File: src/tnac_pkg.sv
// Shared constants and control types for the triangle normal/area/centroid unit.
// No dependencies.
`timescale 1ns / 1ps

package tnac_pkg;

    localparam int MAG_BITS     = 52;
    localparam int Q_DEPTH      = 4;
    localparam int Q_PTR_BITS   = 2;

    typedef struct packed {
        logic push;
        logic pop;
    } t_q_ctrl;

    typedef struct packed {
        logic full;
        logic empty;
    } t_q_stat;

endpackage

File: src/tnac_queue.sv
// Short register FIFO between front and back ends.
// Depends on tnac_pkg for depth and control structs.
`timescale 1ns / 1ps

module tnac_queue
    import tnac_pkg::*;
#(
    parameter int ENTRY_BITS = 207
) (
    input  logic                  i_clk,
    input  logic                  i_rst_n,
    input  t_q_ctrl               i_ctrl,
    input  logic [ENTRY_BITS-1:0] i_wdata,
    output t_q_stat               o_stat,
    output logic [ENTRY_BITS-1:0] o_rdata
);

    logic [ENTRY_BITS-1:0] r_mem [0:Q_DEPTH-1];
    logic [Q_PTR_BITS-1:0] r_wr, r_rd;
    logic [Q_PTR_BITS:0]   r_cnt;

    assign o_stat.full  = (r_cnt == (Q_PTR_BITS+1)'(Q_DEPTH));
    assign o_stat.empty = (r_cnt == '0);
    assign o_rdata      = r_mem[r_rd];

    always_ff @(posedge i_clk) begin
        if (!i_rst_n) begin
            r_wr  <= '0;
            r_rd  <= '0;
            r_cnt <= '0;
        end else begin
            if (i_ctrl.push) r_wr <= r_wr + 1'b1;
            if (i_ctrl.pop)  r_rd <= r_rd + 1'b1;
            unique case ({i_ctrl.push, i_ctrl.pop})
                2'b10:   r_cnt <= r_cnt + 1'b1;
                2'b01:   r_cnt <= r_cnt - 1'b1;
                default: r_cnt <= r_cnt;
            endcase
        end
    end

    always_ff @(posedge i_clk) begin
        if (i_ctrl.push) r_mem[r_wr] <= i_wdata;
    end

endmodule

File: config.mk
export PLATFORM = sky130hd
export DESIGN_NAME = tnac_queue
export DESIGN_NICKNAME = d
export VERILOG_FILES = /design/src/tnac_pkg.sv /design/src/tnac_queue.sv
export SDC_FILE = /design/constraint.sdc
export NUM_CORES = 1
export LEC_CHECK = 0
export BUFFER_PORTS_ARGS = -buffer_cell sky130_fd_sc_hd__buf_2
export CAP_MARGIN = 20
export CORE_UTILIZATION = 57
export DETAILED_ROUTE_END_ITERATION = 8
export GPL_ROUTABILITY_DRIVEN = 0
export MAX_ROUTING_LAYER = met4
export PLACE_DENSITY = 0.75
export SLEW_MARGIN = 20
export SYNTH_ARGS = -nofsm -noshare
export SYNTH_HDL_FRONTEND = slang
export SYNTH_SLANG_ARGS = --single-unit
File: constraint.sdc
create_clock -name i_clk -period 6.9 [get_ports i_clk]
set_input_delay 0.345 -clock i_clk [delete_from_list [all_inputs] [get_ports i_clk]]
set_output_delay 0.345 -clock i_clk [all_outputs]
set_load 0.05 [all_outputs]
After elaboration in Yosys (flattened, before gate mapping)
Memories as Yosys holds them, arrays and structs flattened. A register that Yosys moved wholly into a read port is not among the register bits.
Index checks and enable logic that the tools add are counted.
Cells by class
  add/sub/neg operators: 4
  equal/unequal tests: 3
  multiplexer cells: 5
  reduce and logical (&&, ||, !) cells: 2
Operators with widths (number)
  $pmux 3 s2: 1
  $add 2x1->2 const B: 2
  $mux 2: 2
  $add 3x1->3 const B: 1
  $eq 3x3->1 const B: 1
  $logic_not 3->1: 1
  $sub 3x1->3 const B: 1
  $eq 2x1->1 const B: 1
  $eq 2x2->1 const B: 1
  $mux 1: 2
  $reduce_bool 2->1: 1
Word-level totals
  register bits after elaboration: 7
  memory bits (writable): 828
  bits of input ports: 211
  output and inout bits: 209
  logic and storage cells: 18
  memories kept: 1
Memory list
  r_mem: depth 4, bits a word 207, rd ports 1, clocked after memory_dff 1, write ports 1, line tnac_queue.sv:18  | logic [ENTRY_BITS-1:0] r_mem [0:Q_DEPTH-1];

Depth between registers and ports, before layout
  depth after elaboration: 3
  mapped depth: 7

Least setup slack after synthesis
Ideal clock, no wire load.
  kind: reg-to-reg
  start point: register r_wr[0]
  end point: memory r_mem[0][0] (enable)
  setup time: 592 ps
  data arrival time: 5247 ps
  setup slack: 1061 ps
  stages on the path, launching flop included: 4
  cells stage by stage: dfxtp_1 > inv_1 > ha_1 > and2_1
RTL lines
  from (decl): line tnac_queue.sv:19  | logic [Q_PTR_BITS-1:0] r_wr, r_rd;
  from (signal assigned): line tnac_queue.sv:32  | if (i_ctrl.push) r_wr <= r_wr + 1'b1;
  to (decl): line tnac_queue.sv:18
No word-level cell before the write port.

==> qor.txt <==
met1 Use GR -> 28.87%
GR Util met2 -> 38.15%
total number of vias -> 14,497
fin nets -> 2,020
half-perimeter wire length after placement -> 33,230 um
Core ar. -> 52,550 sq um
vias in the first global route -> 15,179
Final setup viols -> 0
most frequent cells in the layout -> 828 x edfxtp_1, 419 x buf_2, 208 x dlygate4sd3_1
clock sink count -> 837
period utilisation layout -> 48.28%
peak supply drop -> 246.1 uV
WL/cell -> 24.22 um
Layout Cells excl Fill -> 2,562
most common cell after layout, fill and taps aside -> edfxtp_1
post-synthesis register bit count -> 837
CTS buffer count -> 81
Cell variety after synth -> 21
CTS H-tree depth -> 3
Cell Area, Synth -> 30,300 sq um
Req. time, crit path -> 6550 ps
share of layout cells above drive strength 1 -> 40.64%
RSZ-0062 raised after global routing -> false
Arrival @ worst endpoint -> 2990 ps
DRT iter0 DRCs -> 974
die area -> 54,080 sq um
status -> completed
Syn-to-layout area delta -> 24.65%
post-synth net total -> 1,344
Detail Route Antenna Nets -> 0
busiest metal layer after global routing -> met2
worst min path class -> in -> reg
Comb pwr share -> 14.5%
port bufs -> 419
first-pass GRT wire length -> 90,040 um
Worst-Margin Slew -> 1053 ps
Worst-path clk slew -> 60 ps
GR Overflow Total -> 0
sw power -> 3.064 mW
synth top area cells -> edfxtp_1 82%, mux4_2 15%, dfxtp_1 0.59%, buf_6 0.59%, buf_2 0.38%
die width -> 232.6 um
height of the die -> 232.6 um
post-placement cell count -> 2,200
Flop pwr share -> 50.0%
CTS tree -> yes
Syn Inst Count -> 1,127
Root Driver -> clkbuf_16
slew margin rel. -> 29.81%
maxcap violations -> 0
Max Clk Rate -> 300.2 MHz
Yosys top cell by area -> edfxtp_1
Final Max Tran Viols -> 0
I/O pins -> 420
sequential element share of the synthesized area -> 82.66%
largest net degree at the start of global routing -> 119
synth warn -> 0
Fin. Hold Viols -> 0
fin crit period -> 3331 ps
setup TNS -> 0 ps
CP Max Fanout -> 49
Clock Tree Buf Depth -> 3
# Post-CTS Setup Buffers -> 0
Avg Cell Area, Syn -> 26.88 sq um
Pint -> 8.781 mW
startpoint types -> register
# rows -> 84
Detailed Route WL -> 62,050 um
later-pin clock latency in the skew report -> 600 ps
DR DRC count -> 0
global-route usage over all layers -> 23.45%
CP Capture Type -> primary output
M3 GR Usage -> 6.238%
post-DR vias/cell -> 5.658
Yosys top cell area share -> 82.06%
Sw Share -> 25.87%
initial antenna violation count -> 7
Worst Setup Path Type -> reg -> out
Initial Utilization -> 57.65%
skew final -> 14.95 ps
Power per Cell Area -> 313.6 nW/um^2
Leak Pwr -> 12.77 nW
Clk pwr share -> 35.4%
DR pass1 iterations -> 5
==> power by group through the flow <==
stage / logic, mW / clock network, mW / registers, mW
final: 1.72 / 4.20 / 5.93
after global routing: 1.80 / 4.46 / 5.94
after CTS: 1.73 / 4.27 / 5.92
after detailed placement: 1.62 / 0 / 6.02
after global placement: 1.61 / 0 / 6.01
after floorplan: 1.22 / 0 / 6.03
==> through the flow <==
step	hold slack (ps)	utilization, %	total power [mW]	instance area (sq um)	setup slack, ps
6_report	112.3	71.87	11.84	37770	3569
3_5_place_dp	507.0	63.04	7.648	33130	4176
3_3_place_gp	483.3	63.04	7.622	33130	4141
5_1_grt	138.4	71.87	12.19	37770	3374
2_1_floorplan	443.9	-	7.255	30300	1061
4_1_cts	73.49	71.82	11.92	37740	3496
==> what timing repair did <==
| action | CTS | global route |
|---|---|---|
| hold buffers | 208 | 0 |
| gates resized for setup | 0 | 0 |
| hold endpoints to repair | 831 | 0 |
==> cell usage after synthesis (all sizes together) <==
cell      n
edfxtp  828
mux4    207
buf      40
and2     10
dfxtp     9
clkbuf    6
inv       6
ha        5
xor2      3
nand2     2
o21ai     2
xnor2     2
a21boi    1
and3      1
fa        1
mux2i     1
nor2b     1
nor3      1
or3       1
==> worst paths after layout <==
path	from	endpoint	slack, ps	cells after the start
setup / recovery	register	o_rdata[72]	3570	3
hold reg to reg	r_cnt[2]	r_cnt[2]	510	2
setup reg to reg	r_wr[0]	r_mem[2][44]	4320	4
hold / removal	i_ctrl[0]	register	110	3
==> worst max-delay path, cell delays in order, from the launching register on <==
cell,delay [ps]
dfxtp_4,850
buf_4,720
mux4_2,470
buf_2,250
==> cells by family (layout without fill, tap and decap cells) <==
kind of cell | after synthesis | in the layout | share of synthesized area (%)
multiplexers | 208 | 208 | 15.42
AO/OA/AOI/OAI | 3 | 3 | 0.05783
buffers and inverters | 52 | 790 | 1.136
AND/OR/NAND/NOR | 16 | 16 | 0.3098
XOR/XNOR | 5 | 5 | 0.1446
other | 0 | 9 | 0
adder cells (fa/ha/maj) | 6 | 6 | 0.2726
flip-flops | 837 | 837 | 82.66
==> sequential cells by signal, indices dropped and copies added (netlist names), named ones only <==
name,flops
r_rd,2
r_cnt,3
r_mem,828
r_wr,2
==> per-layer routing <==
layer  vias to the layer above  part of all wire [%]
li1                       6260                     -
met1                      7531                    38
met2                       617                    51
met3                        89                   8.6
met4                         0                   2.4
met5                         -                     0
==> final cells by class <==
cell class | count | area, sq um
multi-input cells | 238 | 4920
flip-flops and latches | 837 | 25050
fillers | 2970 | 14780
clock inverters | 46 | 406.6
repair buffers | 639 | 4357
clock buffers | 99 | 2126
diodes | 9 | 22.52
inverters | 6 | 22.52
well taps | 688 | 860.8
No activity file was read; power rests on OpenSTA's default activity.
